==> config.mk <==
export PLATFORM = sky130hd
export DESIGN_NAME = property_text_lexer_unit
export DESIGN_NICKNAME = d
export VERILOG_FILES = /design/src/ptl_pkg.sv /design/src/ptl_char_class.sv /design/src/ptl_lex_core.sv /design/src/property_text_lexer_unit.sv
export SDC_FILE = /design/constraint.sdc
export NUM_CORES = 1
export LEC_CHECK = 0
export ABC_CLOCK_PERIOD_IN_PS = 3700
export BUFFER_PORTS_ARGS = -buffer_cell sky130_fd_sc_hd__buf_2
export CORE_MARGIN = 5
export CORE_UTILIZATION = 53
export DETAILED_ROUTE_END_ITERATION = 16
export GPL_TIMING_DRIVEN = 0
export HOLD_SLACK_MARGIN = 0.08
export PLACE_DENSITY_LB_ADDON = 0.15
export SLEW_MARGIN = 40
export SYNTH_ARGS = -nofsm -noshare
export SYNTH_HDL_FRONTEND = slang
export SYNTH_HIERARCHICAL = 1
export SYNTH_SLANG_ARGS = --single-unit
export TNS_END_PERCENT = 1
==> constraint.sdc <==
create_clock -name aclk -period 3.7 [get_ports aclk]
set_input_delay 0.555 -clock aclk [delete_from_list [all_inputs] [get_ports aclk]]
set_output_delay 0.555 -clock aclk [all_outputs]
set_load 0.05 [all_outputs]
==> src/ptl_pkg.sv <==
// Package for the property text lexer: lexer states, character classes,
// token kind codes, character constants and the beat structures.
// No dependencies.
package ptl_pkg;

    localparam int LINE_BITS_DEF = 16;
    localparam int LINE_OUT_BITS = 16;
    localparam int KIND_BITS     = 4;

    localparam logic [7:0] CHAR_DOLLAR = 8'h24;
    localparam logic [7:0] CHAR_HASH   = 8'h23;
    localparam logic [7:0] CHAR_VTAB   = 8'h0B;

    localparam logic [KIND_BITS-1:0] KIND_WORD    = 4'd0;
    localparam logic [KIND_BITS-1:0] KIND_INTEGER = 4'd1;
    localparam logic [KIND_BITS-1:0] KIND_DECIMAL = 4'd2;
    localparam logic [KIND_BITS-1:0] KIND_STRING  = 4'd3;
    localparam logic [KIND_BITS-1:0] KIND_PATH    = 4'd4;
    localparam logic [KIND_BITS-1:0] KIND_LPAREN  = 4'd5;
    localparam logic [KIND_BITS-1:0] KIND_RPAREN  = 4'd6;
    localparam logic [KIND_BITS-1:0] KIND_LBRACK  = 4'd7;
    localparam logic [KIND_BITS-1:0] KIND_RBRACK  = 4'd8;
    localparam logic [KIND_BITS-1:0] KIND_LBRACE  = 4'd9;
    localparam logic [KIND_BITS-1:0] KIND_RBRACE  = 4'd10;
    localparam logic [KIND_BITS-1:0] KIND_COLON   = 4'd11;
    localparam logic [KIND_BITS-1:0] KIND_COMMA   = 4'd12;
    localparam logic [KIND_BITS-1:0] KIND_EQUALS  = 4'd13;
    localparam logic [KIND_BITS-1:0] KIND_SEMI    = 4'd14;
    localparam logic [KIND_BITS-1:0] KIND_NONE    = 4'd0;

    typedef enum logic [2:0] {
        ST_START = 3'd0,
        ST_SYM   = 3'd1,
        ST_WORD  = 3'd2,
        ST_STR   = 3'd3,
        ST_INT   = 3'd4,
        ST_DEC   = 3'd5,
        ST_PATH  = 3'd6
    } lex_state_t;

    typedef enum logic [3:0] {
        CC_QUOTE,
        CC_DIGIT,
        CC_DOT,
        CC_SLASH,
        CC_ALPHA,
        CC_SPACE,
        CC_NEWLINE,
        CC_SYMBOL,
        CC_OTHER
    } char_class_t;

    typedef struct packed {
        char_class_t          cls;
        logic [KIND_BITS-1:0] sym;
        logic [7:0]           byte_val;
    } char_info_t;

    typedef struct packed {
        logic                     token_done;
        logic [KIND_BITS-1:0]     token_kind;
        logic                     append_valid;
        logic [7:0]               byte_out;
        logic                     bad_char;
        logic [LINE_OUT_BITS-1:0] line_number;
        logic                     text_finished;
    } lex_result_t;

    function automatic logic [KIND_BITS-1:0] symbol_code(input logic [7:0] c);
        logic [KIND_BITS-1:0] code;
        case (c)
            8'h28: code = KIND_LPAREN;
            8'h29: code = KIND_RPAREN;
            8'h5B: code = KIND_LBRACK;
            8'h5D: code = KIND_RBRACK;
            8'h7B: code = KIND_LBRACE;
            8'h7D: code = KIND_RBRACE;
            8'h3A: code = KIND_COLON;
            8'h2C: code = KIND_COMMA;
            8'h3D: code = KIND_EQUALS;
            8'h3B: code = KIND_SEMI;
            default: code = KIND_NONE;
        endcase
        return code;
    endfunction

endpackage

==> src/ptl_char_class.sv <==
// Character classifier for the property text lexer.
// Maps the dollar sign onto the hash sign and sorts each byte into a class.
// Depends on ptl_pkg.
module ptl_char_class
    import ptl_pkg::*;
(
    input  logic [7:0] text_byte,
    output char_info_t info
);

    logic [7:0]           c;
    logic [KIND_BITS-1:0] sym;

    assign c   = (text_byte == CHAR_DOLLAR) ? CHAR_HASH : text_byte;
    assign sym = symbol_code(c);

    always_comb begin
        info.byte_val = c;
        info.sym      = sym;
        if (c == 8'h22) begin
            info.cls = CC_QUOTE;
        end else if (c >= 8'h30 && c <= 8'h39) begin
            info.cls = CC_DIGIT;
        end else if (c == 8'h2E) begin
            info.cls = CC_DOT;
        end else if (c == 8'h2F || c == 8'h5C) begin
            info.cls = CC_SLASH;
        end else if ((c >= 8'h41 && c <= 8'h5A) || (c >= 8'h61 && c <= 8'h7A)
                     || c == 8'h5F) begin
            info.cls = CC_ALPHA;
        end else if (c == 8'h0A) begin
            info.cls = CC_NEWLINE;
        end else if (c == 8'h20 || c == 8'h09 || c == 8'h0D || c == CHAR_VTAB) begin
            info.cls = CC_SPACE;
        end else if (sym != KIND_NONE) begin
            info.cls = CC_SYMBOL;
        end else begin
            info.cls = CC_OTHER;
        end
    end

endmodule

==> src/ptl_lex_core.sv <==
// Lexer state machine: state, pending symbol, token flag, line counter and
// failure flag, with the result of the beat now being consumed.
// Depends on ptl_pkg.
module ptl_lex_core
    import ptl_pkg::*;
#(
    parameter int LINE_BITS = LINE_BITS_DEF
) (
    input  logic        aclk,
    input  logic        aresetn,
    input  logic        advance,
    input  logic        end_of_text,
    input  char_info_t  info,
    output lex_result_t result
);

    lex_state_t           state_reg, state_next;
    logic [KIND_BITS-1:0] sym_reg, sym_next;
    logic                 nonempty_reg, nonempty_next;
    logic [LINE_BITS-1:0] line_reg, line_next;
    logic                 failed_reg, failed_next;

    logic                 pending;
    logic [KIND_BITS-1:0] state_kind;
    logic                 term;
    logic                 discard;

    assign pending = (state_reg != ST_START) && (nonempty_reg || state_reg == ST_STR);

    always_comb begin
        case (state_reg)
            ST_WORD: state_kind = KIND_WORD;
            ST_INT:  state_kind = KIND_INTEGER;
            ST_DEC:  state_kind = KIND_DECIMAL;
            ST_STR:  state_kind = KIND_STRING;
            ST_PATH: state_kind = KIND_PATH;
            default: state_kind = sym_reg;
        endcase
    end

    always_ff @(posedge aclk) begin
        if (!aresetn) begin
            state_reg    <= ST_START;
            sym_reg      <= KIND_NONE;
            nonempty_reg <= 1'b0;
            line_reg     <= LINE_BITS'(1);
            failed_reg   <= 1'b0;
        end else if (advance) begin
            state_reg    <= state_next;
            sym_reg      <= sym_next;
            nonempty_reg <= nonempty_next;
            line_reg     <= line_next;
            failed_reg   <= failed_next;
        end
    end

    always_comb begin
        state_next    = state_reg;
        sym_next      = sym_reg;
        nonempty_next = nonempty_reg;
        line_next     = line_reg;
        failed_next   = failed_reg;
        term          = 1'b0;
        discard       = 1'b0;

        result               = '0;
        result.byte_out      = info.byte_val;
        result.line_number   = LINE_OUT_BITS'(line_reg);

        if (end_of_text) begin
            result.token_done    = !failed_reg && state_reg != ST_STR && pending;
            result.token_kind    = result.token_done ? state_kind : KIND_NONE;
            result.byte_out      = 8'h00;
            result.bad_char      = failed_reg;
            result.text_finished = 1'b1;
            state_next           = ST_START;
            sym_next             = KIND_NONE;
            nonempty_next        = 1'b0;
            line_next            = LINE_BITS'(1);
            failed_next          = 1'b0;
        end else if (failed_reg) begin
            result.bad_char = 1'b1;
        end else if ((info.cls == CC_SPACE || info.cls == CC_NEWLINE)
                     && state_reg != ST_STR) begin
            if (info.cls == CC_NEWLINE && line_reg != '1) begin
                line_next = line_reg + LINE_BITS'(1);
            end
            result.line_number = LINE_OUT_BITS'(line_next);
        end else if (info.cls == CC_OTHER && state_reg != ST_STR) begin
            failed_next     = 1'b1;
            result.bad_char = 1'b1;
        end else begin
            if (info.cls == CC_QUOTE) begin
                state_next = (state_reg == ST_STR) ? ST_START : ST_STR;
                term       = 1'b1;
                discard    = 1'b1;
            end else if (state_reg == ST_STR) begin
                state_next = ST_STR;
            end else begin
                case (info.cls)
                    CC_DIGIT: begin
                        if (state_reg != ST_WORD && state_reg != ST_INT
                            && state_reg != ST_DEC) begin
                            state_next = ST_INT;
                            term       = 1'b1;
                        end
                    end
                    CC_DOT: begin
                        if (state_reg == ST_PATH || state_reg == ST_START) begin
                            state_next = ST_PATH;
                        end else if (state_reg == ST_INT) begin
                            state_next = ST_DEC;
                        end else begin
                            state_next = ST_PATH;
                            term       = 1'b1;
                        end
                    end
                    CC_SLASH: begin
                        state_next = ST_PATH;
                        term       = !(state_reg == ST_PATH || state_reg == ST_START);
                    end
                    CC_ALPHA: begin
                        if (state_reg == ST_PATH) begin
                            state_next = ST_PATH;
                        end else if (state_reg == ST_INT || state_reg == ST_WORD
                                     || state_reg == ST_START) begin
                            state_next = ST_WORD;
                        end else begin
                            state_next = ST_WORD;
                            term       = 1'b1;
                        end
                    end
                    CC_SYMBOL: begin
                        state_next = ST_SYM;
                        term       = 1'b1;
                        sym_next   = info.sym;
                    end
                    default: begin
                        state_next = state_reg;
                    end
                endcase
            end

            if (term) begin
                result.token_done = pending;
                result.token_kind = pending ? state_kind : KIND_NONE;
                nonempty_next     = 1'b0;
            end
            if (!discard) begin
                nonempty_next       = 1'b1;
                result.append_valid = 1'b1;
            end
        end
    end

endmodule

==> src/property_text_lexer_unit.sv <==
// Top level of the property text lexer: input beat register, classifier,
// lexer core and result register with streaming handshakes.
// Depends on ptl_pkg, ptl_char_class and ptl_lex_core.

// One text byte or end marker per beat, one result beat per input beat. A
// beat sits in the input register, where the classifier and the lexer state
// machine work on it, until the result register can take it, and its result
// is then registered there; a new beat is taken every cycle while the result
// side keeps up. s_tlast marks the end marker, which flushes the pending token
// (unless the text failed or a string is open) and returns the lexer to its
// start state; m_tlast echoes it. A bad character raises bad_char, which stays
// up until the end marker; drop the text's tokens then.
module property_text_lexer_unit
    import ptl_pkg::*;
#(
    parameter int LINE_BITS = LINE_BITS_DEF
) (
    input  logic        aclk,
    input  logic        aresetn,
    input  logic        s_tvalid,
    output logic        s_tready,
    input  logic [7:0]  s_tdata,   // [7:0] text_byte
    input  logic        s_tlast,   // end_of_text
    output logic        m_tvalid,
    input  logic        m_tready,
    output logic [31:0] m_tdata,   // [0] token_done, [4:1] token_kind, [5] append_valid,
                                   // [13:6] byte_out, [14] bad_char, [30:15] line_number
    output logic        m_tlast    // text_finished
);

    logic        in_valid_reg, in_valid_next;
    logic [7:0]  in_byte_reg;
    logic        in_end_reg;
    logic        out_valid_reg, out_valid_next;
    lex_result_t out_reg;

    logic        advance;
    char_info_t  info;
    lex_result_t result;

    assign advance  = in_valid_reg && (!out_valid_reg || m_tready);
    assign s_tready = !in_valid_reg || advance;

    assign in_valid_next  = s_tvalid || (in_valid_reg && !advance);
    assign out_valid_next = advance || (out_valid_reg && !m_tready);

    always_ff @(posedge aclk) begin
        if (!aresetn) begin
            in_valid_reg  <= 1'b0;
            out_valid_reg <= 1'b0;
        end else begin
            if (s_tready) begin
                in_valid_reg <= in_valid_next;
            end
            out_valid_reg <= out_valid_next;
        end
    end

    always_ff @(posedge aclk) begin
        if (s_tvalid && s_tready) begin
            in_byte_reg <= s_tdata;
            in_end_reg  <= s_tlast;
        end
        if (advance) begin
            out_reg <= result;
        end
    end

    ptl_char_class u_char_class (
        .text_byte (in_byte_reg),
        .info      (info)
    );

    ptl_lex_core #(
        .LINE_BITS (LINE_BITS)
    ) u_lex_core (
        .aclk        (aclk),
        .aresetn     (aresetn),
        .advance     (advance),
        .end_of_text (in_end_reg),
        .info        (info),
        .result      (result)
    );

    assign m_tvalid = out_valid_reg;
    assign m_tlast  = out_reg.text_finished;
    assign m_tdata  = {1'b0, out_reg.line_number, out_reg.bad_char, out_reg.byte_out,
                       out_reg.append_valid, out_reg.token_kind, out_reg.token_done};

`ifndef SYNTH
    a_done_not_failed: assert property (@(posedge aclk) disable iff (!aresetn)
        (m_tvalid && out_reg.token_done) |-> !out_reg.bad_char)
        else $error("token ended on a failed text");

    a_kind_only_on_done: assert property (@(posedge aclk) disable iff (!aresetn)
        (m_tvalid && !out_reg.token_done) |-> (out_reg.token_kind == KIND_NONE))
        else $error("token kind set without a token end");

    a_finish_no_append: assert property (@(posedge aclk) disable iff (!aresetn)
        (m_tvalid && out_reg.text_finished) |-> !out_reg.append_valid)
        else $error("end marker appended to a token");

    a_bad_no_append: assert property (@(posedge aclk) disable iff (!aresetn)
        (m_tvalid && out_reg.bad_char) |-> (!out_reg.append_valid && !out_reg.token_done))
        else $error("failed text still building tokens");

    a_advance_fills_output: assert property (@(posedge aclk) disable iff (!aresetn)
        advance |=> out_valid_reg)
        else $error("consumed beat lost before the result register");
`endif

endmodule
==> impl_results.md, run 1 <==
- Status: finished, final reports clean
- CTS Sinks: 68
- Gate Count Post-Synth: 433
- Die width: 98.7 um
- Worst Path Buf+Inv: 3
- Vias/cell: 6.02
- Synthesized flop and latch total: 68
- Initial Utilization: 54.2%
- Nets: 505
- Sequential area share after synthesis: 42.5%
- Worst-skew pair later-pin latency: 350 ps
- DRT Wirelength: 9.96 mm
- P per Cell Area: 377 nW/um^2
- Main synth FF type: edfxtp_1
- Syn avg cell area: 9.63 um^2
- Post-CTS setup buffer count: 0
- Leak: 1.83 nW
- H-tree depth: 3
- CTS buffer count: 9
- P&R area growth vs syn: 14.9%
- Share of the synthesized area in the top cell type: 29.5%
- Post-synth top cells: 42 x nand2_1, 41 x edfxtp_1, 27 x dfxtp_1, 27 x nor2_1, 19 x nor2b_1
- Setup Skew: 4.97 ps
- Port Buffers: 46
- Largest net degree at the start of global routing: 20
- Most used cell, CP: buf_2
- Period utilization: 92.8%
- Ys async rst share: 0%
- Post-cts resize count: 0
- Fin crit period: 3430 ps
- Placed instance count: 582
- Relative slew margins: 45.4%
- Max reg flops: 31
- Number of global-route vias before repair: 3,359
- Critical Path RT: 3800 ps
- DR vias: 3,598
- Least-Margin Pin Slew: 812 ps
- Final worst slack: 266 ps
- Die Ht: 98.7 um
- Post-synthesis compound-gate area fraction: 19.7%
- First-pass GRT wire length: 16.7 mm
- Synth Area in Adders: 0.300%
- Worst setup path category: register to register
- Max rail drop VDD: 0.283 mV
- Clock slew at reported path FFs: 80 ps
- Initial antenna violation count: 0
- Syn_nets: 447
- Dpl ws: 350 ps
- Final antenna-violating net count: 0
- Synth Warn #: 6
- Core ar.: 7690 um^2
- Fin. Hold Viols: 0
- CP max stage cell: a2111oi_0
- Clock root cell: clkbuf_8
- Setup-failing EPs final: 0
- Largest area contributor in the netlist: edfxtp_1
- RSZ-0062 raised after global routing: no
- Total GRT Usage: 21.1%
- Post-CTS Hold Fix Bufs: 0
- Largest family of logic cells by synthesized area: simple AND/OR/NAND/NOR gates
- Fin area: 4790 um^2
- Routability cong.: 0.885
- Crit-path max cell delay: 590 ps
- Number of synthesized flops with an enable pin: 41
- Share of cells above drive strength 1: 23.0%
- Fmax: 0.291 GHz
- Fillers: 690
- Critical Path Fanout Max: 10
- XOR/XNOR Fraction of Synth Area: 3.96%
- Post-Synth Simple-Gate Area: 26.1%
- Most frequent cell after synthesis: nand2_1
- MaxCap Viol Count: 0
- Cell Area, Synth: 4170 um^2
- # IOs: 48
- Post-synthesis mux area share: 0.960%
- Worst Hold Class: primary input to register
- Antenna diode count: 0
- Worst Path Arrival: 3530 ps
- Area post-placement: 4560 um^2
- Pwr Total: 0.00181 W
- Distinct cells, synth: 83
- Min Hold Slack: 375 ps
- Clk buf depth: 2
- Critical Path End Type: register
- Fin cells: 598
- Top Family by Delay on Critical Path: simple AND/OR/NAND/NOR gates
- Pre-antenna DRT Iters: 5
- Setup crit start kind: register
- GR Overflow Total: 0
- Iter 0 DRT Violations: 233
- CTS tree: yes
- Row cnt: 32
- Count of final max-slew check failures: 0
- Most area-consuming cells after synthesis: edfxtp_1 30%, dfxtp_1 13%, nand2_1 3.8%, nor2b_1 2.9%, xor2_1 2.7%
- Critical-path cell list: nand4bb_1, a2111oi_0, a21oi_2, nand4_2, nor2_1, buf_2, nor3b_4, and3_1, buf_4, nand3_2, buf_2, nor3_1, xor2_1
- Die ar.: 9740 um^2
- Hpwl dp: 7.10 mm
- Drt wl/cell: 16.7 um
- DR DRC count: 0
-- cell families after synthesis --
kind of cell | Yosys count
AOI/OAI and AO/OA | 109
xor gates and xnor gates | 18
adders and majority gates | 1
buffers and inverters | 52
DFF | 68
muxes | 4
other | 1
and+or+nand+nor | 180
-- stage by stage --
step	util, %	setup TNS (ps)
after detailed placement	59.4	0
after global placement	58.9	-25860
after CTS	62.3	0
final	62.3	0
after global routing	62.3	0
after floorplan	-	0
-- power by group --
group / switching [W] / internal (W)
clock: 0.000306 / 0.000384
sequential: 0.0000134 / 0.000828
combinational: 0.000190 / 0.0000831
total: 0.000510 / 0.00130
-- worst paths after layout --
| check | startpoint | end | slack, ps | depth (start not counted) |
|---|---|---|---|---|
| worst min register to register | u_lex_core/sym_reg[2] | u_lex_core/sym_reg[2] | 520 | 2 |
| worst min-delay path | s_tdata[2] | in_byte_reg[2] | 370 | 1 |
| worst max register to register | in_byte_reg[4] | m_tdata[24] | 270 | 13 |
| worst max-delay path | in_byte_reg[4] | m_tdata[24] | 270 | 13 |
-- placed cells by master (no fill, tap or decap), types with 5 or more instances in the layout --
cell type,Yosys,routed
o21ai_0,13,13
clkbuf_1,14,14
or4_1,6,6
a21boi_1,6,6
o21a_1,8,8
a21o_1,5,5
nor2b_1,19,18
buf_2,13,59
dfxtp_1,27,27
inv_1,11,11
buf_4,7,7
nand3_1,15,15
nand2_1,42,42
a21oi_1,13,13
nor2_1,27,27
nand4_1,9,9
edfxtp_1,41,41
clkbuf_8,0,9
nor3_1,12,12
a31oi_1,9,9
nor4_1,8,8
xor2_1,13,13
o31a_1,6,6
-- worst reg2reg max path, cell delays in order (launching register included) --
cell and delay (ps):
edfxtp_1 500, nand4bb_1 240, a2111oi_0 590, a21oi_2 100
nand4_2 230, nor2_1 70, buf_2 190, nor3b_4 230
and3_1 180, buf_4 170, nand3_2 110, buf_2 220
nor3_1 250, xor2_1 100
-- routing by layer --
| layer | global-route usage, % | vias to the layer above | routed length, um |
|---|---|---|---|
| met5 | 0 | - | 0 |
| met4 | 7.14 | 0 | 172 |
| met3 | 4.46 | 18 | 653 |
| met2 | 31.9 | 120 | 4520 |
| met1 | 30.0 | 1709 | 4620 |
| li1 | - | 1751 | - |
-- layout make-up --
cell class | instances | area, um^2 | area share (%)
buffer | 38 | 215 | 4.49
clock buffer | 9 | 124 | 2.58
clock inverter | 7 | 98.8 | 2.06
inverter | 14 | 52.6 | 1.10
multi-input combinational | 313 | 2140 | 44.8
sequential | 68 | 1770 | 37.0
tap | 102 | 128 | 2.66
timing repair buffer | 47 | 258 | 5.38
Note: power is estimated with default switching activity, not from simulation.
==> run 2: changes to the inputs <==
- ABC_CLOCK_PERIOD_IN_PS: 3700 -> unset
- MAX_ROUTING_LAYER: unset -> met4
==> impl_results.md, run 2 (synthesis gave the netlist of run 1 again) <==
- Critical path endpoint: m_tdata[24]
- Port Buffers: 46
- Relative slew margins: 50.2%
- Total negative slack: 0 ps
- Worst-skew pair later-pin latency: 340 ps
- Die ar.: 9740 um^2
- Count of final max-slew check failures: 0
- Fin. Hold Viols: 0
- Setup crit start: in_byte_reg[4]
- Leak: 1.83 nW
- P per Cell Area: 375 nW/um^2
- RSZ-0062 raised after global routing: no
- Worst Hold Class: primary input to register
- Commonest non-fill, non-tap cell in the layout: buf_2
- Status: finished, final reports clean
- First-pass GRT wire length: 16.5 mm
- Critical-path cell list: nand4bb_1, a2111oi_0, a21oi_2, nand4_2, nor2_1, buf_2, nor3b_4, and3_1, buf_4, nand3_2, buf_2, nor3_1, xor2_1
- Cell-internal power: 0.00129 W
- Setup Skew: 8.00 ps
- Hpwl dp: 7.09 mm
- Initial Utilization: 54.2%
- Initial antenna violation count: 0
- Nets: 505
- Worst Path Arrival: 3610 ps
- Post-CTS setup buffer count: 0
- Iter 0 DRT Violations: 253
- Setup crit start kind: register
- Clock slew at reported path FFs: 80 ps
- Final worst slack: 182 ps
- Dpl ws: 309 ps
- Max reg flops: 31
- Core ar.: 7690 um^2
- Final antenna-violating net count: 0
- Clock root cell: clkbuf_8
- Critical Path End Type: register
- Most frequent cells in the layout: 59 x buf_2, 42 x nand2_1, 41 x edfxtp_1, 27 x dfxtp_1, 27 x nor2_1
- GR Overflow Total: 0
- Placed instance count: 582
- DR DRC count: 0
- Routability cong.: 0.912
- MaxCap Viol Count: 0
- Share of total power in sequential cells: 46.7%
- DRT Wirelength: 10.1 mm
- Largest net degree at the start of global routing: 20
- Worst R2R End: m_tdata[24]
- Max rail drop VDD: 0.263 mV
- Die Ht: 98.7 um
- CP max stage cell: a2111oi_0
- CTS tree: yes
- Clk network pwr share: 38.1%
- Switching power: 0.000506 W
- Critical Path RT: 3790 ps
- Least-Margin Pin Slew: 728 ps
- Die width: 98.7 um
- GR Util met1: 29.7%
- Reg2Reg Depth: 13
- Antenna diode count: 0
- Number of global-route vias before repair: 3,328
- Period utilization: 95.1%
- P&R area growth vs syn: 15.0%
- DR vias: 3,634
- Area post-placement: 4560 um^2
- Met3 GRT Util: 3.89%
- R2r startpoint: in_byte_reg[4]
- Fmax: 0.284 GHz
- Pre-antenna DRT Iters: 5
- Post-CTS Hold Fix Bufs: 0
- Fin crit period: 3520 ps
- Total GRT Usage: 21.4%
- Most used cell, CP: buf_2
- Critical Path Fanout Max: 10
- Worst R2R Setup Slack: 180 ps
- Worst setup path category: register to register
- Vias/cell: 6.08
- Drt wl/cell: 16.8 um
- Fin cells: 598
- CTS Sinks: 68
- Crit-path max cell delay: 680 ps
- H-tree depth: 3
- Logic pwr share: 15.2%
- # IOs: 48
- Min Hold Slack: 391 ps
- Setup-failing EPs final: 0
- Fin area: 4800 um^2
- Clk buf depth: 2
- CTS buffer count: 9
- Row cnt: 32
- Switching share of power: 28.1%
- Routing usage on met2: 31.8%
- Share of cells above drive strength 1: 23.2%
- Busiest grt layer: met2
## run 2: cell count changes in the layout (fill, tap and decap cells not counted)
cell / before / now
nor4b_1: 4 / 5
nor4_1: 8 / 7
nor4_2: 1 / 2
nor3_2: 0 / 1
nor4b_2: 2 / 1
nor3_1: 12 / 11
## run 2: worst min-delay path by stage
stage | startpoint | to | slack, ps | cells after the start
after floorplan | u_lex_core/sym_reg[2] | u_lex_core/sym_reg[2] | 450 | 2
after global placement | u_lex_core/sym_reg[2] | u_lex_core/sym_reg[2] | 500 | 2
after CTS | s_tdata[4] | in_byte_reg[4] | 380 | 1
after detailed placement | u_lex_core/sym_reg[2] | u_lex_core/sym_reg[2] | 500 | 2
final | s_tdata[4] | in_byte_reg[4] | 390 | 1
after global routing | s_tdata[4] | in_byte_reg[4] | 370 | 1
## run 2: worst max-delay path, delay by kind of cell (launching register included)
kind	cells	cell delay, ps
xor gates and xnor gates	1	90
AOI/OAI and AO/OA	2	790
DFF	1	490
and+or+nand+nor	7	1320
buffers and inverters	3	580
## run 2: repair_timing
item	4_1_cts	5_1_grt
hold endpoints to repair	0	0
gates resized for setup	0	1
setup endpoints to repair	0	2
## run 2: layout make-up
type	count	area (um^2)
Buffer	38	215
Clock buffer	9	124
Clock inverter	7	98.8
Fill cell	696	2890
Inverter	14	52.6
Multi-Input combinational cell	313	2150
Sequential cell	68	1770
Tap cell	102	128
Timing Repair Buffer	47	258
## run 2: stage by stage
stage / total power, W / utilization [%]
2_1_floorplan: 0.00106 / -
3_3_place_gp: 0.00112 / 58.9
3_5_place_dp: 0.00113 / 59.4
4_1_cts: 0.00182 / 62.3
5_1_grt: 0.00188 / 62.4
6_report: 0.00180 / 62.4
## run 2: layer usage
metal	vias up	share of wire [%]
li1	1750	-
met1	1731	46
met2	144	46
met3	9	6.8
met4	0	1.0
met5	-	0
## run 2: power groups by stage
stage / logic, W / registers (W) / clock network [W]
floorplan: 0.000146 / 0.000915 / 0
global placement: 0.000264 / 0.000860 / 0
detailed placement: 0.000271 / 0.000859 / 0
CTS: 0.000272 / 0.000842 / 0.000704
global route: 0.000293 / 0.000845 / 0.000740
finish: 0.000274 / 0.000842 / 0.000685
